File: src/hdl/pdsu_pkg.sv
`default_nettype none
// ----------------------------------------------------------------------------
// pdsu_pkg
// Shared constants, register map, micro-op codes and the control store of the
// PID differential steering unit.
// ----------------------------------------------------------------------------
package pdsu_pkg;

  // default fraction bits of error, gains and pid
  localparam int unsigned FRAC_BITS_DEF = 16;

  // register map
  localparam int unsigned ADDR_W = 4;
  localparam int unsigned GAIN_W = 24;
  localparam int unsigned TMO_W  = 16;
  localparam logic [1:0] REG_KP  = 2'd0;
  localparam logic [1:0] REG_KI  = 2'd1;
  localparam logic [1:0] REG_KD  = 2'd2;
  localparam logic [1:0] REG_TMO = 2'd3;
  localparam logic [GAIN_W-1:0] KP_RESET  = 24'd9830;
  localparam logic [GAIN_W-1:0] KI_RESET  = 24'd0;
  localparam logic [GAIN_W-1:0] KD_RESET  = 24'd0;
  localparam logic [TMO_W-1:0]  TMO_RESET = 16'd500;

  // datapath widths
  localparam int unsigned TERM_W   = 48;
  localparam logic [63:0] TERM_CAP = 64'h0000_8000_0000_0000;
  localparam int unsigned ACC_W    = 50;
  localparam int unsigned DIV_BITS = 57;
  localparam int unsigned CNT_W    = $clog2(DIV_BITS + 1);

  // micro-ops
  localparam logic [3:0] U_WAIT     = 4'd0;
  localparam logic [3:0] U_MUL_ED   = 4'd1;
  localparam logic [3:0] U_INTEG    = 4'd2;
  localparam logic [3:0] U_MUL_P    = 4'd3;
  localparam logic [3:0] U_CAP_P    = 4'd4;
  localparam logic [3:0] U_ADD_T    = 4'd5;
  localparam logic [3:0] U_MUL_IL   = 4'd6;
  localparam logic [3:0] U_MUL_IH   = 4'd7;
  localparam logic [3:0] U_CAP_I    = 4'd8;
  localparam logic [3:0] U_MUL_D    = 4'd9;
  localparam logic [3:0] U_DIV_INIT = 4'd10;
  localparam logic [3:0] U_DIV_STEP = 4'd11;
  localparam logic [3:0] U_CAP_D    = 4'd12;
  localparam logic [3:0] U_CLAMP    = 4'd13;
  localparam logic [3:0] U_OUT_S    = 4'd14;
  localparam logic [3:0] U_OUT_P    = 4'd15;

  // jump conditions
  localparam logic [2:0] C_NONE    = 3'd0;
  localparam logic [2:0] C_ALWAYS  = 3'd1;
  localparam logic [2:0] C_POLL    = 3'd2;
  localparam logic [2:0] C_DTZERO  = 3'd3;
  localparam logic [2:0] C_DIVBUSY = 3'd4;

  // program addresses
  localparam int unsigned PC_W = 5;
  localparam logic [PC_W-1:0] PC_WAIT  = 5'd0;
  localparam logic [PC_W-1:0] PC_FIRST = 5'd1;
  localparam logic [PC_W-1:0] PC_DIV   = 5'd12;
  localparam logic [PC_W-1:0] PC_CLAMP = 5'd15;
  localparam logic [PC_W-1:0] PC_OUT_S = 5'd16;
  localparam logic [PC_W-1:0] PC_OUT_P = 5'd17;

  typedef struct packed {
    logic [3:0]      uop;
    logic [2:0]      cond;
    logic [PC_W-1:0] target;
  } ucode_t;

  // control store
  function automatic ucode_t ucode_rom(input logic [PC_W-1:0] addr);
    ucode_t w;
    w = '{uop: U_WAIT, cond: C_NONE, target: PC_WAIT};
    case (addr)
      5'd0:  w = '{uop: U_WAIT,     cond: C_POLL,    target: PC_OUT_P};
      5'd1:  w = '{uop: U_MUL_ED,   cond: C_NONE,    target: PC_WAIT};
      5'd2:  w = '{uop: U_INTEG,    cond: C_NONE,    target: PC_WAIT};
      5'd3:  w = '{uop: U_MUL_P,    cond: C_NONE,    target: PC_WAIT};
      5'd4:  w = '{uop: U_CAP_P,    cond: C_NONE,    target: PC_WAIT};
      5'd5:  w = '{uop: U_ADD_T,    cond: C_NONE,    target: PC_WAIT};
      5'd6:  w = '{uop: U_MUL_IL,   cond: C_NONE,    target: PC_WAIT};
      5'd7:  w = '{uop: U_MUL_IH,   cond: C_NONE,    target: PC_WAIT};
      5'd8:  w = '{uop: U_CAP_I,    cond: C_NONE,    target: PC_WAIT};
      5'd9:  w = '{uop: U_ADD_T,    cond: C_NONE,    target: PC_WAIT};
      5'd10: w = '{uop: U_MUL_D,    cond: C_DTZERO,  target: PC_CLAMP};
      5'd11: w = '{uop: U_DIV_INIT, cond: C_NONE,    target: PC_WAIT};
      5'd12: w = '{uop: U_DIV_STEP, cond: C_DIVBUSY, target: PC_DIV};
      5'd13: w = '{uop: U_CAP_D,    cond: C_NONE,    target: PC_WAIT};
      5'd14: w = '{uop: U_ADD_T,    cond: C_NONE,    target: PC_WAIT};
      5'd15: w = '{uop: U_CLAMP,    cond: C_NONE,    target: PC_WAIT};
      5'd16: w = '{uop: U_OUT_S,    cond: C_ALWAYS,  target: PC_WAIT};
      5'd17: w = '{uop: U_OUT_P,    cond: C_ALWAYS,  target: PC_WAIT};
      default: w = '{uop: U_WAIT,   cond: C_ALWAYS,  target: PC_WAIT};
    endcase
    return w;
  endfunction

endpackage
`default_nettype wire

File: src/hdl/pid_differential_steering_unit.sv
`default_nettype none
// ----------------------------------------------------------------------------
// pid_differential_steering_unit
// Microcoded PID steering: a control store drives one shared 33x32 multiplier,
// a saturating accumulator and a one-bit-per-cycle restoring divider.
// A sample runs the whole program from input transfer to result valid; when elapsed
// time is zero the derivative term and its divider steps are skipped.
// A poll goes straight to its output step; the input stalls outside the wait step.
// A result waiting on a stalled output holds the sequencer at its output step.
// Reset clears controller state and restores the register reset values.
// ----------------------------------------------------------------------------
module pid_differential_steering_unit #(
  parameter int unsigned FRAC_BITS = pdsu_pkg::FRAC_BITS_DEF
) (
  input  logic                         clk_i,
  input  logic                         rst_ni,
  // configuration port
  input  logic                         psel,
  input  logic                         penable,
  input  logic                         pwrite,
  input  logic [pdsu_pkg::ADDR_W-1:0]  paddr,
  input  logic [31:0]                  pwdata,
  output logic [31:0]                  prdata,
  output logic                         pready,
  // input channel
  input  logic                         in_valid_i,
  output logic                         in_stall_o,
  input  logic                         op_i,
  input  logic [31:0]                  now_ms_i,
  input  logic signed [31:0]           error_value_i,
  // output channel
  output logic                         out_valid_o,
  input  logic                         out_stall_i,
  output logic [16:0]                  speed_left_o,
  output logic [16:0]                  speed_right_o,
  output logic                         stopped_o,
  output logic                         updated_o
);

  localparam int unsigned AW = pdsu_pkg::ACC_W;
  localparam int unsigned TW = pdsu_pkg::TERM_W;
  localparam int unsigned CW = pdsu_pkg::CNT_W;
  localparam int unsigned DB = pdsu_pkg::DIV_BITS;
  localparam logic signed [AW-1:0] ONE_ACC = AW'(64'd1 << FRAC_BITS);
  localparam logic [FRAC_BITS:0]   ONE_P   = {1'b1, {FRAC_BITS{1'b0}}};
  localparam logic [63:0]          PHI_LIM = 64'd1 << (15 + FRAC_BITS);

  // configuration registers
  logic [pdsu_pkg::GAIN_W-1:0] kp_q, ki_q, kd_q;
  logic [pdsu_pkg::TMO_W-1:0]  tmo_q;
  logic                        cfg_wr;

  // sequencer
  logic [pdsu_pkg::PC_W-1:0] pc_q, pc_d;
  pdsu_pkg::ucode_t          cur;
  logic                      in_xfer, step_hold, jump, out_load;

  // controller state
  logic signed [63:0] integ_q;
  logic [31:0]        prev_q, last_q;
  logic               seen_q;

  // datapath registers
  logic [31:0]          now_q, err_q, err_mag_q, dt_q;
  logic                 err_neg_q;
  logic signed [32:0]   diff_q;
  logic [32:0]          dif_mag_q;
  logic                 dif_neg_q;
  logic [64:0]          prod_q;
  logic [55:0]          plo_q;
  logic [63:0]          imag_q;
  logic [TW-1:0]        tmag_q;
  logic                 tneg_q;
  logic signed [AW-1:0] acc_q;
  logic [DB-1:0]        div_quo_q;
  logic [31:0]          div_rem_q;
  logic [CW-1:0]        div_cnt_q;
  logic [FRAC_BITS:0]   pmag_q;
  logic                 pneg_q;

  // output register
  logic        out_valid_q;
  logic [16:0] speed_left_q, speed_right_q;
  logic        stopped_q, updated_q;

  // combinational datapath
  logic [32:0]           mul_a;
  logic [31:0]           mul_b;
  logic [64:0]           mul_res;
  logic signed [64:0]    isum;
  logic signed [63:0]    integ_sat;
  logic [63:0]           term_r, term_cap;
  logic [32:0]           div_shift;
  logic                  div_ge;
  logic [FRAC_BITS:0]    inner;
  logic [FRAC_BITS+16:0] inner_ext;
  logic [31:0]           poll_elapsed;
  logic                  poll_stop;

  // ---------------------------------------------------------------------------
  // configuration port
  assign pready = 1'b1;
  assign cfg_wr = psel && penable && pwrite;

  always_ff @(posedge clk_i or negedge rst_ni) begin
    if (!rst_ni) begin
      kp_q  <= pdsu_pkg::KP_RESET;
      ki_q  <= pdsu_pkg::KI_RESET;
      kd_q  <= pdsu_pkg::KD_RESET;
      tmo_q <= pdsu_pkg::TMO_RESET;
    end else if (cfg_wr) begin
      case (paddr[pdsu_pkg::ADDR_W-1:2])
        pdsu_pkg::REG_KP:  kp_q  <= pwdata[pdsu_pkg::GAIN_W-1:0];
        pdsu_pkg::REG_KI:  ki_q  <= pwdata[pdsu_pkg::GAIN_W-1:0];
        pdsu_pkg::REG_KD:  kd_q  <= pwdata[pdsu_pkg::GAIN_W-1:0];
        pdsu_pkg::REG_TMO: tmo_q <= pwdata[pdsu_pkg::TMO_W-1:0];
        default: ;
      endcase
    end
  end

  // register readback
  always_comb begin
    case (paddr[pdsu_pkg::ADDR_W-1:2])
      pdsu_pkg::REG_KP:  prdata = {8'd0, kp_q};
      pdsu_pkg::REG_KI:  prdata = {8'd0, ki_q};
      pdsu_pkg::REG_KD:  prdata = {8'd0, kd_q};
      pdsu_pkg::REG_TMO: prdata = {16'd0, tmo_q};
      default:           prdata = 32'd0;
    endcase
  end

  // ---------------------------------------------------------------------------
  // sequencer: fetch, hold and branch
  assign cur        = pdsu_pkg::ucode_rom(pc_q);
  assign in_stall_o = (cur.uop != pdsu_pkg::U_WAIT);
  assign in_xfer    = in_valid_i && !in_stall_o;

  always_comb begin
    step_hold = 1'b0;
    if (cur.uop == pdsu_pkg::U_WAIT) begin
      step_hold = !in_valid_i;
    end else if (cur.uop == pdsu_pkg::U_OUT_S || cur.uop == pdsu_pkg::U_OUT_P) begin
      step_hold = out_valid_q && out_stall_i;
    end
    case (cur.cond)
      pdsu_pkg::C_NONE:    jump = 1'b0;
      pdsu_pkg::C_ALWAYS:  jump = 1'b1;
      pdsu_pkg::C_POLL:    jump = op_i;
      pdsu_pkg::C_DTZERO:  jump = (dt_q == 32'd0);
      pdsu_pkg::C_DIVBUSY: jump = (div_cnt_q != CW'(1));
      default:             jump = 1'b0;
    endcase
    if (step_hold) begin
      pc_d = pc_q;
    end else if (jump) begin
      pc_d = cur.target;
    end else begin
      pc_d = pc_q + pdsu_pkg::PC_W'(1);
    end
  end

  assign out_load = !step_hold &&
                    (cur.uop == pdsu_pkg::U_OUT_S || cur.uop == pdsu_pkg::U_OUT_P);

  // ---------------------------------------------------------------------------
  // shared multiplier operand select
  always_comb begin
    mul_a = 33'd0;
    mul_b = 32'd0;
    case (cur.uop)
      pdsu_pkg::U_MUL_ED: begin
        mul_a = {1'b0, err_mag_q};
        mul_b = dt_q;
      end
      pdsu_pkg::U_MUL_P: begin
        mul_a = {1'b0, err_mag_q};
        mul_b = {8'd0, kp_q};
      end
      pdsu_pkg::U_MUL_IL: begin
        mul_a = {1'b0, imag_q[31:0]};
        mul_b = {8'd0, ki_q};
      end
      pdsu_pkg::U_MUL_IH: begin
        mul_a = {1'b0, imag_q[63:32]};
        mul_b = {8'd0, ki_q};
      end
      pdsu_pkg::U_MUL_D: begin
        mul_a = dif_mag_q;
        mul_b = {8'd0, kd_q};
      end
      default: ;
    endcase
  end

  assign mul_res = 65'(mul_a) * 65'(mul_b);

  // saturating integral update
  always_comb begin
    if (err_neg_q) begin
      isum = {integ_q[63], integ_q} - {1'b0, prod_q[63:0]};
    end else begin
      isum = {integ_q[63], integ_q} + {1'b0, prod_q[63:0]};
    end
    if (isum[64] != isum[63]) begin
      integ_sat = isum[64] ? {1'b1, 63'd0} : {1'b0, {63{1'b1}}};
    end else begin
      integ_sat = isum[63:0];
    end
  end

  // term scaling and saturation
  always_comb begin
    case (cur.uop)
      pdsu_pkg::U_CAP_I: begin
        if (prod_q[63:0] >= PHI_LIM) begin
          term_r = pdsu_pkg::TERM_CAP;
        end else begin
          term_r = (prod_q[63:0] << (32 - FRAC_BITS)) + ({8'd0, plo_q} >> FRAC_BITS);
        end
      end
      pdsu_pkg::U_CAP_D: term_r = 64'(div_quo_q) >> FRAC_BITS;
      default:           term_r = prod_q[63:0] >> FRAC_BITS;
    endcase
    term_cap = (term_r >= pdsu_pkg::TERM_CAP) ? pdsu_pkg::TERM_CAP : term_r;
  end

  // restoring divider step
  assign div_shift = {div_rem_q, div_quo_q[DB-1]};
  assign div_ge    = (div_shift >= {1'b0, dt_q});

  // wheel speed and poll timeout
  assign inner        = ONE_P - {1'b0, pmag_q[FRAC_BITS:1]};
  assign inner_ext    = {inner, 16'd0} >> FRAC_BITS;
  assign poll_elapsed = now_q - last_q;
  assign poll_stop    = !seen_q || (poll_elapsed >= {16'd0, tmo_q});

  // ---------------------------------------------------------------------------
  // control and controller state
  always_ff @(posedge clk_i or negedge rst_ni) begin
    if (!rst_ni) begin
      pc_q        <= pdsu_pkg::PC_WAIT;
      integ_q     <= 64'sd0;
      prev_q      <= 32'd0;
      last_q      <= 32'd0;
      seen_q      <= 1'b0;
      out_valid_q <= 1'b0;
    end else begin
      pc_q <= pc_d;
      if (cur.uop == pdsu_pkg::U_INTEG) begin
        integ_q <= integ_sat;
      end
      if (cur.uop == pdsu_pkg::U_CLAMP) begin
        prev_q <= err_q;
        last_q <= now_q;
        seen_q <= 1'b1;
      end
      if (out_load) begin
        out_valid_q <= 1'b1;
      end else if (!out_stall_i) begin
        out_valid_q <= 1'b0;
      end
    end
  end

  // datapath registers
  always_ff @(posedge clk_i) begin
    case (cur.uop)
      pdsu_pkg::U_WAIT: begin
        if (in_xfer) begin
          now_q     <= now_ms_i;
          err_q     <= error_value_i;
          err_neg_q <= error_value_i[31];
          err_mag_q <= error_value_i[31] ? (32'd0 - error_value_i) : error_value_i;
          dt_q      <= seen_q ? (now_ms_i - last_q) : 32'd0;
          acc_q     <= '0;
        end
      end
      pdsu_pkg::U_MUL_ED: begin
        prod_q <= mul_res;
        diff_q <= {err_q[31], err_q} - {prev_q[31], prev_q};
      end
      pdsu_pkg::U_INTEG: begin
        dif_neg_q <= diff_q[32];
        dif_mag_q <= diff_q[32] ? (33'd0 - diff_q) : diff_q;
      end
      pdsu_pkg::U_MUL_P: begin
        prod_q <= mul_res;
        imag_q <= integ_q[63] ? (64'd0 - integ_q) : integ_q;
      end
      pdsu_pkg::U_CAP_P: begin
        tmag_q <= term_cap[TW-1:0];
        tneg_q <= err_neg_q;
      end
      pdsu_pkg::U_ADD_T: begin
        if (tneg_q) begin
          acc_q <= acc_q - $signed(AW'(tmag_q));
        end else begin
          acc_q <= acc_q + $signed(AW'(tmag_q));
        end
      end
      pdsu_pkg::U_MUL_IL: prod_q <= mul_res;
      pdsu_pkg::U_MUL_IH: begin
        plo_q  <= prod_q[55:0];
        prod_q <= mul_res;
      end
      pdsu_pkg::U_CAP_I: begin
        tmag_q <= term_cap[TW-1:0];
        tneg_q <= integ_q[63];
      end
      pdsu_pkg::U_MUL_D: prod_q <= mul_res;
      pdsu_pkg::U_DIV_INIT: begin
        div_quo_q <= prod_q[DB-1:0];
        div_rem_q <= 32'd0;
        div_cnt_q <= CW'(DB);
      end
      pdsu_pkg::U_DIV_STEP: begin
        div_rem_q <= div_ge ? 32'(div_shift - {1'b0, dt_q}) : div_shift[31:0];
        div_quo_q <= {div_quo_q[DB-2:0], div_ge};
        div_cnt_q <= div_cnt_q - CW'(1);
      end
      pdsu_pkg::U_CAP_D: begin
        tmag_q <= term_cap[TW-1:0];
        tneg_q <= dif_neg_q;
      end
      pdsu_pkg::U_CLAMP: begin
        if (acc_q > ONE_ACC) begin
          pmag_q <= ONE_P;
          pneg_q <= 1'b0;
        end else if (acc_q < -ONE_ACC) begin
          pmag_q <= ONE_P;
          pneg_q <= 1'b1;
        end else begin
          pneg_q <= acc_q[AW-1];
          pmag_q <= acc_q[AW-1] ? (ONE_P - ONE_P - acc_q[FRAC_BITS:0]) : acc_q[FRAC_BITS:0];
        end
      end
      pdsu_pkg::U_OUT_S: begin
        if (out_load) begin
          speed_left_q  <= pneg_q ? 17'h10000 : inner_ext[16:0];
          speed_right_q <= pneg_q ? inner_ext[16:0] : 17'h10000;
          stopped_q     <= 1'b0;
          updated_q     <= 1'b1;
        end
      end
      pdsu_pkg::U_OUT_P: begin
        if (out_load) begin
          speed_left_q  <= 17'd0;
          speed_right_q <= 17'd0;
          stopped_q     <= poll_stop;
          updated_q     <= poll_stop;
        end
      end
      default: ;
    endcase
  end

  // output port
  assign out_valid_o   = out_valid_q;
  assign speed_left_o  = speed_left_q;
  assign speed_right_o = speed_right_q;
  assign stopped_o     = stopped_q;
  assign updated_o     = updated_q;

`ifndef SYNTH
  // an accepted item starts either the sample program or the poll step
  a_dispatch: assert property (@(posedge clk_i) disable iff (!rst_ni)
    in_xfer |=> (pc_q == pdsu_pkg::PC_FIRST || pc_q == pdsu_pkg::PC_OUT_P))
    else $error("bad dispatch after input transfer");

  // a waiting result is never dropped by the sequencer
  a_hold: assert property (@(posedge clk_i) disable iff (!rst_ni)
    (out_valid_q && out_stall_i) |=> out_valid_q)
    else $error("pending result lost");

  // clamped pid magnitude never exceeds one
  a_clamp: assert property (@(posedge clk_i) disable iff (!rst_ni)
    (pc_q == pdsu_pkg::PC_OUT_S) |-> (pmag_q <= ONE_P))
    else $error("pid magnitude out of range");

  // divider never runs past its last step
  a_div: assert property (@(posedge clk_i) disable iff (!rst_ni)
    (cur.uop == pdsu_pkg::U_DIV_STEP) |-> (div_cnt_q != CW'(0)))
    else $error("divider step count underflow");
`endif

endmodule
`default_nettype wire
File: config.mk
export PLATFORM = sky130hd
export DESIGN_NAME = pid_differential_steering_unit
export DESIGN_NICKNAME = d
export VERILOG_FILES = /design/src/hdl/pdsu_pkg.sv /design/src/hdl/pid_differential_steering_unit.sv
export SDC_FILE = /design/constraint.sdc
export NUM_CORES = 2
export LEC_CHECK = 0
export BUFFER_PORTS_ARGS = -buffer_cell sky130_fd_sc_hd__buf_2
export CORE_AREA = 2 2 395 397
export DETAILED_ROUTE_END_ITERATION = 6
export DIE_AREA = 0 0 397 399
export GPL_ROUTABILITY_DRIVEN = 0
export PLACE_DENSITY_LB_ADDON = 0.2
export SLEW_MARGIN = 40
export SYNTH_ARGS = -nofsm -noshare
export SYNTH_HDL_FRONTEND = slang
export SYNTH_SLANG_ARGS = --single-unit
File: constraint.sdc
create_clock -name clk_i -period 19.2 [get_ports clk_i]
set_input_delay 1.92 -clock clk_i [delete_from_list [all_inputs] [get_ports clk_i]]
set_output_delay 1.92 -clock clk_i [all_outputs]
set_load 0.01 [all_outputs]
=== Yosys cells after proc, flatten, opt, wreduce, memory -nomap -nowiden ===
Memories as Yosys holds them, arrays and structs flattened.
Cells that the tools add are included.

* Register bits: 851
* Memory bits (read-only): 384
* Bits of input ports: 108
* Output and inout port bits: 71
* Word-level logic and storage cells: 158
* Memories kept: 1

{| class="wikitable"
|+ Memory list
! name !! words !! bits a word !! read ports !! clocked after memory_dff !! write ports !! line !! RTL
|-
| (no name shown) || 32 || 12 || 1 || 0 || 0 || pdsu_pkg.sv:76 || <nowiki>case (addr)</nowiki>
|}

* Add/sub/neg operators: 16
* Multipliers: 1
* Magnitude comparators: 6
* Eq/ne operators: 28
* Multiplexer cells: 39
* Reduce and logical (&&, ||, !) cells: 31

{| class="wikitable"
|+ Operator list
! kind !! count
|-
| $pmux 32 s4 || 2
|-
| $mux 64 || 3
|-
| $pmux 33 s4 || 1
|-
| $pmux 64 s2 || 1
|-
| $pmux 57 s2 || 1
|-
| $mux 17 || 6
|-
| $mux 50 || 2
|-
| $pmux 50 s2 || 1
|-
| $sub 32x32->32 || 3
|-
| $pmux 17 s2 || 2
|-
| $add 65x64->65 || 1
|-
| $mux 65 || 1
|-
| $sub 65x64->65 || 1
|-
| $add 64x40->64 || 1
|-
| $ge 64x32->1 const B || 1
|-
| $ge 64x48->1 const B || 1
|-
| $mul 33x32->64 || 1
|-
| $mux 32 || 2
|-
| $pmux 32 s2 || 1
|-
| $sub 1x64->64 const A || 1
|-
| $mux 63 || 1
|-
| $add 50x49->50 || 1
|-
| $gt 50x18->1 const B || 1
|-
| $lt 50x17->1 const B || 1
|-
| other kinds (44) || 84
|}

=== Longest topological paths before layout ===
An unclocked memory read counts as a cell.

* Depth after elaboration: 9
* Mapped depth: 44
* Gate-level depth less buffers: 40

=== Least setup slack after synthesis ===
No wires, ideal clock.

* Path kind: register -> register
* From: register pc_q[1] (netlist name)
* To: register prod_q[63], data pin
* Library setup time: 0.207 ns
* Arrival time: 11.632 ns
* Data required time: 18.993 ns
* Slack: 7.361 ns
* Cell stages (with the launch flop): 39
* Path buffers: 3
* Clock period less this slack: 11.839 ns
* Cells stage by stage: dfrtp_1 -> inv_1 -> ha_1 -> nor2_1 -> a21oi_1 -> mux2i_1 -> o21ai_1 -> nand2_1 -> nor2_1 -> clkbuf_1 -> a221o_1 -> clkbuf_1 -> nand2_1 -> fa_1 -> inv_1 -> fa_1 -> inv_1 -> fa_1 -> [3 not listed] -> fa_1 -> fa_1 -> inv_1 -> fa_1 -> inv_1 -> ha_1 -> clkbuf_1 -> a21oi_1 -> o21ai_0 -> a221oi_1 -> o31ai_1 -> nor3_1 -> a21oi_1 -> o21ai_0 -> o21ai_0 -> a21o_1 -> mux2i_1 -> a2111oi_0

* Word-level cells in the longest chain between the ends: 5

{| class="wikitable"
|+ RTL lines
! element !! line !! RTL
|-
| start, declared || pid_differential_steering_unit.sv:54 || <nowiki>logic [pdsu_pkg::PC_W-1:0] pc_q, pc_d;</nowiki>
|-
| start signal, assigned || pid_differential_steering_unit.sv:242 || <nowiki>pc_q <= pdsu_pkg::PC_WAIT;</nowiki>
|-
| start signal, assigned || pid_differential_steering_unit.sv:249 || <nowiki>pc_q <= pc_d;</nowiki>
|-
| $mem_v2 32x12 * || n/a ||
|-
| $eq 4x2->1, or another cell as far along || pid_differential_steering_unit.sv:171 || <nowiki>case (cur.uop)</nowiki>
|-
| $reduce_or 2->1 (no source line) || n/a ||
|-
| $pmux 33 s4 or $pmux 32 s4 (tied branches) || pid_differential_steering_unit.sv:171 ||
|-
| $mul 33x32->64 * || pid_differential_steering_unit.sv:196 || <nowiki>assign mul_res = 65'(mul_a) * 65'(mul_b);</nowiki>
|-
| net mul_res[63] || pid_differential_steering_unit.sv:89 || <nowiki>logic [64:0] mul_res;</nowiki>
|-
| end signal, assigned || pid_differential_steering_unit.sv:280 || <nowiki>prod_q <= mul_res;</nowiki>
|-
| end signal, assigned || pid_differential_steering_unit.sv:288 || <nowiki>prod_q <= mul_res;</nowiki>
|-
| end signal, assigned || pid_differential_steering_unit.sv:302 || <nowiki>pdsu_pkg::U_MUL_IL: prod_q <= mul_res;</nowiki>
|-
| end, declared || pid_differential_steering_unit.sv:69 || <nowiki>logic [64:0] prod_q;</nowiki>
|}

Mark *: on every way through the listed nets, which the timed path passes. The rest lies on a longest branch.
A chain may end at the register's enable or synchronous reset.

=== Worst setup path in the final report ===
* From: register pc_q[1] (netlist name)
* To: register prod_q[59], data pin

Same word-level chain as after synthesis.

==> out/qor.log <==
INFO  status         outcome=finished, violations left
INFO  status         violated_checks=design-rule violations
INFO  yosys          synth-edff-count=609
INFO  floorplanning  fp.coreArea=153700µm²
INFO  setup_path     critPathKind=flop to flop
INFO  yosys          mean_cell_area_of_the_mapped_netlist=9.449µm²
INFO  grt            first_global_vias=67368
INFO  setup_path     critical_path_max_stage_delay=0.83ns
INFO  finish         mostFrequentLayoutCell=inv_1
INFO  drt            vias=66945
INFO  sta            timing.final.crit_period=13.08ns
INFO  sta            setup_repair_after_global_routing_missed_its_margin=no
INFO  sta            timing.setup.tns=0ns
INFO  drt            vias_per_cell=6.048
INFO  drt            routedWlPerCell=23.26µm
INFO  cts            clk-insertion-delay-late=0.75ns
INFO  grt            antenna_found_initial=9
INFO  setup_path     setup.worst_path.start_class=flop
INFO  finish         nFillCells=13033
INFO  job            maxCapViolCount=0
INFO  grt            grt_pass1_wl=394.9mm
INFO  yosys          async_flop_share=0.2680
INFO  cts            cts.sink_count=832
INFO  hold_path      min_delay_path_depth=2
INFO  cts            htreeDepth=3
INFO  grt            maximum_number_of_pins_on_one_net_before_global_route_repair=115
INFO  setup_path     minimum_setup_slack_among_reg_to_reg_paths=6.12ns
INFO  grt            grt_overflow_total=0
INFO  yosys          yosysSeqAreaShare=0.2834
INFO  cts            clk_path_buf_depth=3
INFO  finish         syn2layout_area_growth=8.431%
INFO  setup_path     most_used_cell_along_the_critical_path=fa_1
INFO  hold_path      min-delay-path-class=flop to flop
INFO  sta            fin_worst_skew=0.05338ns
INFO  cts            post_cts_hold_buffer_count=0
INFO  drt            routed_wl=257.5mm
INFO  floorplanning  die_h=399µm
INFO  yosys          syn-cell-area=84260µm²
INFO  finish         most-common-layout-cells=inv_1, nand2_1, fa_1, nor2_1, edfxtp_1
INFO  sta            hold_violations=0
INFO  yosys          post_synth_num_cell_types=91
INFO  yosys          synthCells=8918
INFO  setup_path     worstSetupEndpointType=flop
INFO  drt            detail-route-antenna-nets=0
INFO  drt            initialDrtViolationCount=6308
INFO  sta            measured_slew_at_the_worst_slew_check_pin=0.9544ns
INFO  sta            max-slew-margin-rel=0.3637
INFO  yosys          synth_ff_type=edfxtp_1
INFO  cts            root_buffer=clkbuf_16
INFO  cts            clk_pin_slew_worst_paths=0.06ns
INFO  cts            cts_tree=yes
INFO  finish         drive_gt1_frac=0.08218
INFO  sta            fin_crit_sh=0.6812
INFO  setup_path     timing.critical_path.required=19.68ns
INFO  yosys          synth.yosys.warnings=0
INFO  yosys          number_of_synthesized_register_bits=832
INFO  sta            final-max-slew-violation-count=0
INFO  cts            cts_made_buffers=94
INFO  floorplanning  io-pin-count=179
INFO  setup_path     worst_path_max_delay_cell=a21oi_4
INFO  place          dp.final_hpwl=199.0mm
INFO  place          port-buffer-count=159
INFO  sta            timing_limited_maximum_frequency=76.45MHz
INFO  cts            cts_post_setup_buffers_inserted=0
INFO  setup_path     cp_data_arrival_time=13.56ns
INFO  drt            drc=7
INFO  grt            global_route.usage.total=0.3272
INFO  floorplanning  floorplan.rows=144
INFO  floorplanning  fp.dieW=397µm
INFO  floorplanning  die-area=158400µm²
INFO  finish         design.final.nets=10531
INFO  setup_path     rr_worst_depth=35
INFO  sta            finalSetupViolations=0
INFO  setup_path     critical_path.max_fanout=47
INFO  cts            post_cts.resized_instances=0
INFO  drt            first_pass_iters=7
INFO  floorplanning  floorplan.initialDensity=0.5483
worst max-delay path: cells and delay by family, from the launching register on:
kind	cells	cell delay (ns)
adder cells (fa/ha/maj)	10	5.11
AO/OA/AOI/OAI	11	4.05
AND/OR/NAND/NOR	6	1.54
buffers and inverters	6	1.28
flip-flops	1	0.53
XOR/XNOR	1	0.15
multiplexers	1	0.09
layout make-up:
| cell class | count | area [µm²] | share of cell area |
|---|---|---|---|
| Clock buffer | 116 | 2476 | 0.02710 |
| Sequential cell | 832 | 23890 | 0.2614 |
| Multi-Input combinational cell | 6512 | 55150 | 0.6036 |
| Inverter | 1186 | 4452 | 0.04872 |
| Antenna cell | 8 | 20.02 | 0.0002191 |
| Clock inverter | 61 | 733.2 | 0.008025 |
| Timing Repair Buffer | 310 | 2091 | 0.02288 |
| Tap cell | 2044 | 2557 | 0.02799 |
registers in the layout, indices dropped and copies added (netlist names), 24 cells and up:
register and flops:
imag_q 64, tmag_q 48, kd_q 24, dif_mag_q 33, err_q 32, acc_q 50, div_quo_q 57, plo_q 40
prev_q 32, now_q 32, prod_q 64, div_rem_q 32, last_q 32, ki_q 24, err_mag_q 31, integ_q 64
kp_q 24, diff_q 33, dt_q 32
layer usage:
layer / vias to the layer above / part of all wire / track usage
li1: 29873 / - / -
met1: 32929 / 0.38 / 0.4137
met2: 3361 / 0.44 / 0.5019
met3: 778 / 0.11 / 0.09904
met4: 4 / 0.068 / 0.1837
met5: - / 0.00010 / 0
path summary, 6_finish.rpt:
kind | startpoint | endpoint
setup / recovery | pc_q[1] | prod_q[59]
hold / removal | err_q[28] | prev_q[28]
setup reg to reg | pc_q[1] | prod_q[59]
hold reg to reg | err_q[28] | prev_q[28]
max in group asynchronous | rst_ni | pc_q[4]
min in group asynchronous | rst_ni | prev_q[20]
synthesized netlist by cell type, types with 20 or more instances:
master / instances / area share
a211oi_1: 33 / 0.0029
a21o_1: 152 / 0.014
a21oi_1: 444 / 0.026
a221o_1: 61 / 0.0072
a221oi_1: 55 / 0.0057
a222oi_1: 39 / 0.0046
a22o_1: 57 / 0.0059
a31oi_1: 59 / 0.0044
and2_1: 47 / 0.0035
and3_1: 43 / 0.0032
buf_1: 20 / 0.00089
clkbuf_1: 364 / 0.016
dfrtp_1: 210 / 0.062
edfxtp_1: 609 / 0.22
fa_1: 932 / 0.22
ha_1: 555 / 0.082
inv_1: 1186 / 0.053
mux2_2: 99 / 0.013
mux2i_1: 25 / 0.0030
nand2_1: 1111 / 0.049
nand2b_1: 52 / 0.0039
nand3_1: 94 / 0.0056
nand4_1: 54 / 0.0040
nor2_1: 926 / 0.041
nor2b_1: 49 / 0.0036
nor3_1: 96 / 0.0057
nor4_1: 53 / 0.0039
o211ai_1: 30 / 0.0027
o21a_1: 37 / 0.0033
o21ai_0: 416 / 0.025
o21bai_1: 49 / 0.0044
o31ai_1: 44 / 0.0039
or2_2: 22 / 0.0016
or3_1: 71 / 0.0053
xnor2_1: 418 / 0.043
xor2_1: 117 / 0.012
through the flow:
step / setup WS (ns) / cells / cell area [µm²] / utilization / hold slack (ns)
final: 6.120 / 11069 / 91370 / 0.5945 / 0.4857
after global routing: 5.315 / 11066 / 91360 / 0.5945 / 0.5158
after CTS: 6.156 / 11056 / 91220 / 0.5935 / 0.4810
after detailed placement: 6.189 / 10879 / 88010 / 0.5726 / 0.4727
after global placement: 6.231 / 10873 / 87800 / 0.5713 / 0.4622
after floorplan: 7.361 / 8932 / 84320 / - / 0.4244
cell families after synthesis:
group	Yosys count	share of synthesized area
other	2	0.00008913
xor gates and xnor gates	535	0.05561
AOI/OAI and AO/OA	1617	0.1243
DFF	832	0.2834
and+or+nand+nor	2709	0.1401
muxes	140	0.02048
buffers and inverters	1588	0.07127
adders and majority gates	1495	0.3048
Power is not shown: default switching activity piles up to over one toggle a cycle in this logic, so the estimate is an artifact.
